--- config.mk ---
export PLATFORM = sky130hd
export DESIGN_NAME = shift_register_chain_driver_unit_flat
export DESIGN_NICKNAME = d
export VERILOG_FILES = /design/src/rtl/core/srcd_pkg.sv /design/src/rtl/core/srcd_ifs.sv /design/src/rtl/core/shift_register_chain_driver_unit.sv /design/src/flat_wrapper.sv
export SDC_FILE = /design/constraint.sdc
export NUM_CORES = 1
export LEC_CHECK = 0
export ABC_AREA = 0
export BUFFER_PORTS_ARGS = -buffer_cell sky130_fd_sc_hd__buf_2
export CAP_MARGIN = 20
export CORE_MARGIN = 2
export CORE_UTILIZATION = 45
export DETAILED_ROUTE_END_ITERATION = 10
export GPL_TIMING_DRIVEN = 1
export PLACE_DENSITY = 0.68
export SKIP_LAST_GASP = 1
export SYNTH_ARGS = -nofsm -noshare
export SYNTH_HDL_FRONTEND = slang
export SYNTH_SLANG_ARGS = --single-unit
--- constraint.sdc ---
create_clock -name clk -period 4.55 [get_ports clk]
set_input_delay 0.91 -clock clk [delete_from_list [all_inputs] [get_ports clk]]
set_output_delay 0.91 -clock clk [all_outputs]
set_load 0.005 [all_outputs]
--- src/rtl/core/srcd_pkg.sv ---
`timescale 1ns / 1ps

package srcd_pkg;

  // Largest number of chained 8-bit registers supported.
  localparam int unsigned MAX_OCTETS = 4;
  localparam int unsigned OCTET_W    = 8;
  localparam int unsigned SHIFT_W    = MAX_OCTETS * OCTET_W;
  localparam int unsigned CNT_W      = $clog2(SHIFT_W + 1);
  localparam int unsigned BIT_IDX_W  = $clog2(SHIFT_W);

  localparam int unsigned WORD_W     = 32;
  localparam int unsigned DELAY_W    = 16;
  localparam int unsigned SIZE_W     = 3;
  localparam int unsigned TYPE_W     = 2;

  localparam int unsigned CFG_IDX_W  = 3;
  localparam int unsigned CFG_DATA_W = 16;

  // Register indexes on the configuration channel.
  localparam logic [CFG_IDX_W-1:0] REG_TYPE        = 3'd0;
  localparam logic [CFG_IDX_W-1:0] REG_SIZE_OCTETS = 3'd1;
  localparam logic [CFG_IDX_W-1:0] REG_CLOCK_DELAY = 3'd2;
  localparam logic [CFG_IDX_W-1:0] REG_LATCH_DELAY = 3'd3;
  localparam logic [CFG_IDX_W-1:0] REG_INVERT      = 3'd4;

  // Job kinds; the first three match the register type codes.
  localparam logic [TYPE_W-1:0] JOB_READ   = 2'd0;
  localparam logic [TYPE_W-1:0] JOB_WRITE  = 2'd1;
  localparam logic [TYPE_W-1:0] JOB_HYBRID = 2'd2;
  localparam logic [TYPE_W-1:0] JOB_FILL   = 2'd3;

  // Register values after reset.
  localparam logic [TYPE_W-1:0]  RST_REG_TYPE    = JOB_WRITE;
  localparam logic [SIZE_W-1:0]  RST_SIZE_OCTETS = 3'd4;
  localparam logic [DELAY_W-1:0] RST_CLOCK_DELAY = 16'd5;
  localparam logic [DELAY_W-1:0] RST_LATCH_DELAY = 16'd5;

  // Number of bits in the chain, with the size clamped to 1..MAX_OCTETS.
  function automatic logic [CNT_W-1:0] chain_bits(input logic [SIZE_W-1:0] size);
    logic [CNT_W-1:0] n;
    if (size == '0) begin
      n = CNT_W'(1);
    end else if (32'(size) > MAX_OCTETS) begin
      n = CNT_W'(MAX_OCTETS);
    end else begin
      n = CNT_W'(size);
    end
    return CNT_W'(n * CNT_W'(OCTET_W));
  endfunction

  // Reload value of the tick counter: a zero delay still lasts one tick.
  function automatic logic [DELAY_W-1:0] ticks_minus_one(input logic [DELAY_W-1:0] d);
    return (d == '0) ? '0 : d - DELAY_W'(1);
  endfunction

endpackage

--- src/rtl/core/srcd_ifs.sv ---
`timescale 1ns / 1ps

// Tick channel: one request per timing tick.
interface srcd_in_if;
  logic                         valid;
  logic                         ready;
  logic                         start_update;
  logic                         start_fill;
  logic                         fill_value;
  logic [srcd_pkg::WORD_W-1:0]  out_word;
  logic                         serial_in;

  modport source (output valid, start_update, start_fill, fill_value, out_word, serial_in,
                  input ready);
  modport sink   (input valid, start_update, start_fill, fill_value, out_word, serial_in,
                  output ready);
endinterface

// Pin and status channel: one request per tick.
interface srcd_out_if;
  logic                         valid;
  logic                         ready;
  logic                         shift_clock;
  logic                         serial_out;
  logic                         latch_pin;
  logic                         busy_res;
  logic                         done_res;
  logic [srcd_pkg::WORD_W-1:0]  in_word;

  modport source (output valid, shift_clock, serial_out, latch_pin, busy_res, done_res,
                  in_word, input ready);
  modport sink   (input valid, shift_clock, serial_out, latch_pin, busy_res, done_res,
                  in_word, output ready);
endinterface

// Register write channel.
interface srcd_cfg_if;
  logic                              valid;
  logic                              ready;
  logic [srcd_pkg::CFG_IDX_W-1:0]    index;
  logic [srcd_pkg::CFG_DATA_W-1:0]   data;

  modport source (output valid, index, data, input ready);
  modport sink   (input valid, index, data, output ready);
endinterface

--- src/rtl/core/shift_register_chain_driver_unit.sv ---
`timescale 1ns / 1ps

// Channel   Direction  Carries
// in_ch     sink       one timing tick: start requests, fill bit, word, serial_in level
// out_ch    source     pin levels, busy and done flags, last word read
// cfg_ch    sink       register index and write data
//
// Every request on in_ch is one tick and produces exactly one request on out_ch.
// The block takes one tick per clock cycle unless out_ch stalls; the job state and
// pin levels are updated when a tick is accepted and are shown on out_ch the next cycle.
// rst_n is synchronous and active low; it idles the job and loads register defaults.
// out_ch is a single output register: a tick is accepted whenever that register is
// empty or is being taken in the same cycle, so a stall on out_ch stalls in_ch.
// Register writes are always accepted (cfg_ch.ready is tied high).

module shift_register_chain_driver_unit (
  input  logic         clk,
  input  logic         rst_n,
  srcd_in_if.sink      in_ch,
  srcd_out_if.source   out_ch,
  srcd_cfg_if.sink     cfg_ch
);

  // Job phases.
  localparam logic [3:0] PH_IDLE  = 4'd0;
  localparam logic [3:0] PH_W_HI  = 4'd1;
  localparam logic [3:0] PH_W_LO  = 4'd2;
  localparam logic [3:0] PH_LATCH = 4'd3;
  localparam logic [3:0] PH_R_HI  = 4'd4;
  localparam logic [3:0] PH_R_LO  = 4'd5;

  // Configuration registers.
  logic [srcd_pkg::TYPE_W-1:0]  reg_type_r;
  logic [srcd_pkg::SIZE_W-1:0]  size_octets_r;
  logic [srcd_pkg::DELAY_W-1:0] clock_delay_r;
  logic [srcd_pkg::DELAY_W-1:0] latch_delay_r;
  logic                         invert_r;

  // Job state. The pin levels are state too and drive out_ch directly.
  logic [3:0]                    phase_r,     phase_nxt;
  logic [srcd_pkg::TYPE_W-1:0]   job_r,       job_nxt;
  logic [srcd_pkg::CNT_W-1:0]    bit_cnt_r,   bit_cnt_nxt;
  logic [srcd_pkg::DELAY_W-1:0]  delay_r,     delay_nxt;
  logic [srcd_pkg::SHIFT_W-1:0]  out_shift_r, out_shift_nxt;
  logic [srcd_pkg::SHIFT_W-1:0]  in_shift_r,  in_shift_nxt;
  logic [srcd_pkg::SHIFT_W-1:0]  read_word_r, read_word_nxt;
  logic                          fill_bit_r,  fill_bit_nxt;
  logic                          pin_clk_r,   pin_clk_nxt;
  logic                          pin_data_r,  pin_data_nxt;
  logic                          pin_latch_r, pin_latch_nxt;
  logic                          done_r,      done_nxt;
  logic                          out_valid_r;

  logic                              accept;
  logic                              upd_req;
  logic                              go_write_high;
  logic                              go_read_high;
  logic                              go_low;
  logic [3:0]                        low_phase;
  logic [srcd_pkg::BIT_IDX_W-1:0]    bit_idx;
  logic [srcd_pkg::CNT_W-1:0]        chain_len;
  logic [srcd_pkg::DELAY_W-1:0]      clock_reload;

  assign in_ch.ready  = !out_valid_r || out_ch.ready;
  assign accept       = in_ch.valid && in_ch.ready;
  assign cfg_ch.ready = 1'b1;

  assign chain_len    = srcd_pkg::chain_bits(size_octets_r);
  assign clock_reload = srcd_pkg::ticks_minus_one(clock_delay_r);

  // Register writes must arrive only while the job is idle; the block does not check.
  always_ff @(posedge clk) begin
    if (!rst_n) begin
      reg_type_r    <= srcd_pkg::RST_REG_TYPE;
      size_octets_r <= srcd_pkg::RST_SIZE_OCTETS;
      clock_delay_r <= srcd_pkg::RST_CLOCK_DELAY;
      latch_delay_r <= srcd_pkg::RST_LATCH_DELAY;
      invert_r      <= 1'b0;
    end else if (cfg_ch.valid) begin
      unique case (cfg_ch.index)
        srcd_pkg::REG_TYPE:        reg_type_r    <= cfg_ch.data[srcd_pkg::TYPE_W-1:0];
        srcd_pkg::REG_SIZE_OCTETS: size_octets_r <= cfg_ch.data[srcd_pkg::SIZE_W-1:0];
        srcd_pkg::REG_CLOCK_DELAY: clock_delay_r <= cfg_ch.data[srcd_pkg::DELAY_W-1:0];
        srcd_pkg::REG_LATCH_DELAY: latch_delay_r <= cfg_ch.data[srcd_pkg::DELAY_W-1:0];
        srcd_pkg::REG_INVERT:      invert_r      <= cfg_ch.data[0];
        default: ;
      endcase
    end
  end

  // One tick of the job sequencer. The case below decides which phase is
  // entered next; entering a clock phase is applied afterwards so that a new
  // job and a running one share the same pin logic.
  always_comb begin
    phase_nxt     = phase_r;
    job_nxt       = job_r;
    bit_cnt_nxt   = bit_cnt_r;
    delay_nxt     = delay_r;
    out_shift_nxt = out_shift_r;
    in_shift_nxt  = in_shift_r;
    read_word_nxt = read_word_r;
    fill_bit_nxt  = fill_bit_r;
    pin_clk_nxt   = pin_clk_r;
    pin_data_nxt  = pin_data_r;
    pin_latch_nxt = pin_latch_r;
    done_nxt      = 1'b0;
    go_write_high = 1'b0;
    go_read_high  = 1'b0;
    go_low        = 1'b0;
    low_phase     = PH_W_LO;
    // An update request with the unused type code counts as absent.
    upd_req       = in_ch.start_update && (reg_type_r != srcd_pkg::JOB_FILL);

    if (phase_r == PH_IDLE) begin
      if (upd_req || in_ch.start_fill) begin
        job_nxt       = upd_req ? reg_type_r : srcd_pkg::JOB_FILL;
        fill_bit_nxt  = in_ch.fill_value;
        out_shift_nxt = srcd_pkg::SHIFT_W'(in_ch.out_word);
        bit_cnt_nxt   = chain_len;
        if (job_nxt == srcd_pkg::JOB_READ) begin
          in_shift_nxt = '0;
          go_read_high = 1'b1;
        end else begin
          go_write_high = 1'b1;
        end
      end
    end else if (delay_r != '0) begin
      delay_nxt = delay_r - srcd_pkg::DELAY_W'(1);
    end else begin
      unique case (phase_r)
        PH_W_HI: begin
          go_low    = 1'b1;
          low_phase = PH_W_LO;
        end
        PH_W_LO: begin
          if (bit_cnt_r != '0) begin
            bit_cnt_nxt = bit_cnt_r - srcd_pkg::CNT_W'(1);
          end
          if (bit_cnt_nxt != '0) begin
            go_write_high = 1'b1;
          end else if (job_r == srcd_pkg::JOB_HYBRID) begin
            // Write half done: reload the count and read the chain back.
            bit_cnt_nxt  = chain_len;
            in_shift_nxt = '0;
            go_read_high = 1'b1;
          end else begin
            pin_latch_nxt = 1'b1;
            phase_nxt     = PH_LATCH;
            delay_nxt     = srcd_pkg::ticks_minus_one(latch_delay_r);
          end
        end
        PH_R_HI: begin
          go_low    = 1'b1;
          low_phase = PH_R_LO;
        end
        PH_R_LO: begin
          if (bit_cnt_r != '0) begin
            bit_cnt_nxt = bit_cnt_r - srcd_pkg::CNT_W'(1);
          end
          if (bit_cnt_nxt != '0) begin
            go_read_high = 1'b1;
          end else begin
            read_word_nxt = in_shift_r;
            phase_nxt     = PH_IDLE;
            done_nxt      = 1'b1;
          end
        end
        default: begin
          // Latch pulse over, or an unknown phase: return to idle.
          phase_nxt = PH_IDLE;
          done_nxt  = 1'b1;
        end
      endcase
      if (done_nxt) begin
        pin_clk_nxt   = 1'b0;
        pin_latch_nxt = 1'b0;
        bit_cnt_nxt   = '0;
        delay_nxt     = '0;
      end
    end

    // The data bit for a write comes from the remaining count, MSB first.
    bit_idx = srcd_pkg::BIT_IDX_W'(bit_cnt_nxt - srcd_pkg::CNT_W'(1));

    if (go_write_high) begin
      if (job_nxt == srcd_pkg::JOB_FILL) begin
        pin_data_nxt = fill_bit_nxt;
      end else begin
        pin_data_nxt = out_shift_nxt[bit_idx] ^ invert_r;
      end
      pin_clk_nxt = 1'b1;
      phase_nxt   = PH_W_HI;
      delay_nxt   = clock_reload;
    end
    if (go_read_high) begin
      // serial_in is sampled as the clock rises.
      in_shift_nxt  = {in_shift_nxt[srcd_pkg::SHIFT_W-2:0], in_ch.serial_in};
      pin_clk_nxt   = 1'b1;
      pin_latch_nxt = 1'b1;
      phase_nxt     = PH_R_HI;
      delay_nxt     = clock_reload;
    end
    if (go_low) begin
      pin_clk_nxt = 1'b0;
      phase_nxt   = low_phase;
      delay_nxt   = clock_reload;
    end
  end

  // State advances only on an accepted tick, so while out_ch stalls the pin
  // levels and flags it shows stay put.
  always_ff @(posedge clk) begin
    if (!rst_n) begin
      phase_r     <= PH_IDLE;
      job_r       <= srcd_pkg::JOB_READ;
      bit_cnt_r   <= '0;
      delay_r     <= '0;
      out_shift_r <= '0;
      in_shift_r  <= '0;
      read_word_r <= '0;
      fill_bit_r  <= 1'b0;
      pin_clk_r   <= 1'b0;
      pin_data_r  <= 1'b0;
      pin_latch_r <= 1'b0;
      done_r      <= 1'b0;
      out_valid_r <= 1'b0;
    end else begin
      if (accept) begin
        phase_r     <= phase_nxt;
        job_r       <= job_nxt;
        bit_cnt_r   <= bit_cnt_nxt;
        delay_r     <= delay_nxt;
        out_shift_r <= out_shift_nxt;
        in_shift_r  <= in_shift_nxt;
        read_word_r <= read_word_nxt;
        fill_bit_r  <= fill_bit_nxt;
        pin_clk_r   <= pin_clk_nxt;
        pin_data_r  <= pin_data_nxt;
        pin_latch_r <= pin_latch_nxt;
        done_r      <= done_nxt;
        out_valid_r <= 1'b1;
      end else if (out_ch.ready) begin
        out_valid_r <= 1'b0;
      end
    end
  end

  assign out_ch.valid       = out_valid_r;
  assign out_ch.shift_clock = pin_clk_r;
  assign out_ch.serial_out  = pin_data_r;
  assign out_ch.latch_pin   = pin_latch_r;
  assign out_ch.busy_res    = (phase_r != PH_IDLE);
  assign out_ch.done_res    = done_r;
  assign out_ch.in_word     = srcd_pkg::WORD_W'(read_word_r);

endmodule

--- src/flat_wrapper.sv ---
// flat-port wrapper written by rule: the top's interface ports become plain ports
module shift_register_chain_driver_unit_flat 
  (clk, rst_n, in_ch_valid, in_ch_start_update, in_ch_start_fill, in_ch_fill_value, in_ch_out_word, in_ch_serial_in, in_ch_ready, out_ch_valid, out_ch_shift_clock, out_ch_serial_out, out_ch_latch_pin, out_ch_busy_res, out_ch_done_res, out_ch_in_word, out_ch_ready, cfg_ch_valid, cfg_ch_index, cfg_ch_data, cfg_ch_ready);
  srcd_in_if in_ch_i ();
  srcd_out_if out_ch_i ();
  srcd_cfg_if cfg_ch_i ();
  input  logic clk;
  input  logic rst_n;
  input wire logic [$bits(in_ch_i.valid)-1:0] in_ch_valid;
  input wire logic [$bits(in_ch_i.start_update)-1:0] in_ch_start_update;
  input wire logic [$bits(in_ch_i.start_fill)-1:0] in_ch_start_fill;
  input wire logic [$bits(in_ch_i.fill_value)-1:0] in_ch_fill_value;
  input wire logic [$bits(in_ch_i.out_word)-1:0] in_ch_out_word;
  input wire logic [$bits(in_ch_i.serial_in)-1:0] in_ch_serial_in;
  output wire logic [$bits(in_ch_i.ready)-1:0] in_ch_ready;
  output wire logic [$bits(out_ch_i.valid)-1:0] out_ch_valid;
  output wire logic [$bits(out_ch_i.shift_clock)-1:0] out_ch_shift_clock;
  output wire logic [$bits(out_ch_i.serial_out)-1:0] out_ch_serial_out;
  output wire logic [$bits(out_ch_i.latch_pin)-1:0] out_ch_latch_pin;
  output wire logic [$bits(out_ch_i.busy_res)-1:0] out_ch_busy_res;
  output wire logic [$bits(out_ch_i.done_res)-1:0] out_ch_done_res;
  output wire logic [$bits(out_ch_i.in_word)-1:0] out_ch_in_word;
  input wire logic [$bits(out_ch_i.ready)-1:0] out_ch_ready;
  input wire logic [$bits(cfg_ch_i.valid)-1:0] cfg_ch_valid;
  input wire logic [$bits(cfg_ch_i.index)-1:0] cfg_ch_index;
  input wire logic [$bits(cfg_ch_i.data)-1:0] cfg_ch_data;
  output wire logic [$bits(cfg_ch_i.ready)-1:0] cfg_ch_ready;
  assign in_ch_i.valid = in_ch_valid;
  assign in_ch_i.start_update = in_ch_start_update;
  assign in_ch_i.start_fill = in_ch_start_fill;
  assign in_ch_i.fill_value = in_ch_fill_value;
  assign in_ch_i.out_word = in_ch_out_word;
  assign in_ch_i.serial_in = in_ch_serial_in;
  assign in_ch_ready = in_ch_i.ready;
  assign out_ch_valid = out_ch_i.valid;
  assign out_ch_shift_clock = out_ch_i.shift_clock;
  assign out_ch_serial_out = out_ch_i.serial_out;
  assign out_ch_latch_pin = out_ch_i.latch_pin;
  assign out_ch_busy_res = out_ch_i.busy_res;
  assign out_ch_done_res = out_ch_i.done_res;
  assign out_ch_in_word = out_ch_i.in_word;
  assign out_ch_i.ready = out_ch_ready;
  assign cfg_ch_i.valid = cfg_ch_valid;
  assign cfg_ch_i.index = cfg_ch_index;
  assign cfg_ch_i.data = cfg_ch_data;
  assign cfg_ch_ready = cfg_ch_i.ready;
  shift_register_chain_driver_unit u_core (.clk(clk), .rst_n(rst_n), .in_ch(in_ch_i), .out_ch(out_ch_i), .cfg_ch(cfg_ch_i));
endmodule
==> reports/results.tsv <==
metric	value	unit
status	finished, final reports clean	
Comb pwr share	17.2	%
GRT overflow	0	
Layout Area Growth over Synthesis	16.56	%
Post-DP HPWL	16.84	mm
CP endpoint kind	flip-flop	
synthesized instance count	1137	
top post-synthesis cells by count	nand2_1 (273), a21oi_1 (170), dfxtp_1 (167)	
Power, Total	0.003648	W
flops & latches, synth	167	
leak pwr	3.616	nW
post-synthesis async set-or-reset flop share	0	%
Distinct cells, synth	75	
nature of the critical path startpoint	flip-flop	
synthesis warning total	0	
Slew HR	31.48	%
Max Cap Viol	0	
setup_tns	0	ns
switching power of the nets	0.001099	W
number of flops mapped to enable cells by yosys	0	
CTS max path bufs	2	
# DRC	0	
CP required	4.82	ns
top cell type's share of synthesized area	39.13	%
core area	18640	um2
root buf cell	clkbuf_16	
post-route ant nets	0	
# setup viols final	0	
clock skew	0.01267	ns
total area of sequential cells	3344	um2
antenna diode count	0	
slew at the pin closest to its max-slew limit	1.028	ns
Buffers on Ports	98	
ratio of cells with drive above 1 in the final layout	16.49	%
total track usage	24.03	%
Crit path arrival time	4.47	ns
footprint of the multi-input gates	4906	um2
CTS Buf Count	17	
fin crit period	4.202	ns
WS Path Type	flip-flop to flip-flop	
worst vdd ir	0.2801	mV
largest net degree at the start of global routing	97	
syn_area_per_cell	7.515	um2
gpl congestion	0.9032	
initial antenna violation count	0	
WL final	24.09	mm
PwrDens	366.3	nW/um2
RSZ-0062 raised after global routing	false	
Top FF cell, synth	dfxtp_1	
CP max FO	11	
clock sink count	167	
P_int	0.002549	W
total vias in the final route	8290	
Sw Share	30.12	%
WHS Path Cells	2	
clk slew on worst S/H paths	0.07	ns
Chip Height	141.8	um
Slew Limit Fails	0	
R2R depth	16	
Flop pwr share	42.9	%
vias in the first global route	7657	
Routed WL per cell	16.58	um
# fillers	1780	
worst min path class	flip-flop to flip-flop	
first-pass GRT wire length	39.00	mm
Clock power frac	39.9	%
hold violation count in the final report	0	
setup bufs post-CTS	0	
sequential fraction of the synthesis area	39.13	%
Starting Density	45.83	%
Layout Nets	1273	
Horiz. Die Dim	141.8	um
maximum clock rate	0.2380	GHz
H-Tree Level Count	4	
die area	20110	um2
DR pass1 iterations	5	
Vias/cell	5.705	
Post-Synthesis Cell Area	8544	um2
Clock Latency Late Sink	0.43	ns
CTS tree	yes	
number of DRC markers in iteration 0	723	
syn_nets	1204	
Final Cycle Share	92.35	%
row cnt	50	
most frequent cell after synthesis	nand2_1	
io pins	100	
Synth area leader	dfxtp_1	
synth top area cells	dfxtp_1 (39%), nand2_1 (12%), a21oi_1 (10%), nor2_1 (3.1%), nand3_1 (3.1%)	
[cell families (layout without fill, tap and decap cells)]
group	Yosys count	after routing	share of synthesized area (%)
AO/OA/AOI/OAI	296	296	21.00
multiplexers	29	29	4.320
flip-flops	167	167	39.13
XOR/XNOR	36	36	3.690
other	1	1	0.04389
adder cells (fa/ha/maj)	7	7	1.025
buffers and inverters	94	176	4.247
AND/OR/NAND/NOR	507	507	26.55
[final timing paths]
kind                                           startpoint                   endpoint  slack [ns]
worst max register to register        u_core.bit_cnt_r[2]   u_core.out_ch.serial_out        0.35
worst min-delay path            u_core.out_ch.in_word[23]  u_core.out_ch.in_word[23]        0.45
worst max-delay path                  u_core.bit_cnt_r[2]   u_core.out_ch.serial_out        0.35
worst min register to register  u_core.out_ch.in_word[23]  u_core.out_ch.in_word[23]        0.45
[power by group through the flow]
stage / Combinational [W] / Clock (W) / Sequential [W]
6_report: 0.000628 / 0.00146 / 0.00157
5_1_grt: 0.000691 / 0.00154 / 0.00157
4_1_cts: 0.000608 / 0.00148 / 0.00156
3_5_place_dp: 0.000604 / 0 / 0.00159
3_3_place_gp: 0.000603 / 0 / 0.00159
2_1_floorplan: 0.000434 / 0 / 0.00158
[metal layers]
metal  wire, um  vias to the layer above  global-route usage (%)
li1           -                     4143                       -
met1      11540                     3852                   34.07
met2      10580                      265                   36.13
met3       1537                       30                   5.771
met4        433                        0                   7.632
met5          0                        -                       0
[sequential cells by signal (all words and copies together), names as in the netlist, 6 cells and up]
register,cells
u_core.in_shift_r,32
u_core.delay_r,16
u_core.latch_delay_r,16
u_core.bit_cnt_r,6
u_core.out_ch.in_word,32
u_core.out_shift_r,32
u_core.clock_delay_r,16
[what timing repair did]
item,CTS,global route
endpoints found under the setup margin,0,1
gates resized for setup,0,11
hold buffers,0,0
[stage by stage]
stage	cell area, um2	setup WS (ns)	hold WS, ns	utilization (%)	std cells
after floorplan	8544	0.3754	0.4321	-	1137
after global placement	9263	0.2507	0.4363	49.68	1418
after detailed placement	9263	0.08689	0.4413	49.68	1418
after CTS	9851	0.08984	0.4529	52.84	1450
after global routing	9960	0.05338	0.4697	53.42	1453
final	9960	0.3481	0.4521	53.42	1453
[cell usage in the layout (no fill, tap or decap), types with 5 or more instances in the layout]
| cell | netlist | layout |
|---|---|---|
| a211oi_1 | 18 | 18 |
| a21o_1 | 5 | 5 |
| a21oi_1 | 170 | 168 |
| a31oi_1 | 6 | 5 |
| and2_1 | 5 | 5 |
| buf_2 | 5 | 98 |
| buf_4 | 1 | 22 |
| clkbuf_16 | 0 | 17 |
| dfxtp_1 | 167 | 166 |
| ha_1 | 7 | 5 |
| inv_1 | 18 | 17 |
| inv_6 | 0 | 5 |
| mux2i_1 | 20 | 20 |
| mux4_2 | 6 | 6 |
| nand2_1 | 273 | 273 |
| nand2b_1 | 9 | 8 |
| nand3_1 | 53 | 53 |
| nor2_1 | 71 | 70 |
| nor2b_1 | 10 | 10 |
| nor3_1 | 29 | 29 |
| nor3b_1 | 5 | 5 |
| nor4_1 | 15 | 13 |
| o211ai_1 | 10 | 10 |
| o21ai_0 | 25 | 25 |
| o221ai_1 | 7 | 7 |
| o22ai_1 | 12 | 12 |
| or2_2 | 7 | 7 |
| xnor2_1 | 26 | 26 |
| xor2_1 | 10 | 10 |
[area by class of cell]
type	instances	area share, %
timing repair buffer	124	7.538
sequential	167	33.58
clock buffer	18	4.309
clock inverter	14	1.595
tap	234	2.940
multi-input combinational	876	49.26
inverter	20	0.7789
[worst max-delay path, cell delays in order (launching register included)]
cell and delay, ns:
dfxtp_1 0.41, or3_1 0.41, buf_4 0.18, o2111a_1 0.28, o21ba_2 0.24, o31a_1 0.35, inv_2 0.15, ha_2 0.34
buf_4 0.20, mux4_2 0.33, a221o_1 0.31, mux2i_1 0.14, a22oi_1 0.10, o311ai_0 0.14, nor4_1 0.09, nor3b_1 0.26
a221oi_2 0.09
Power figures use the tool's default switching activity.
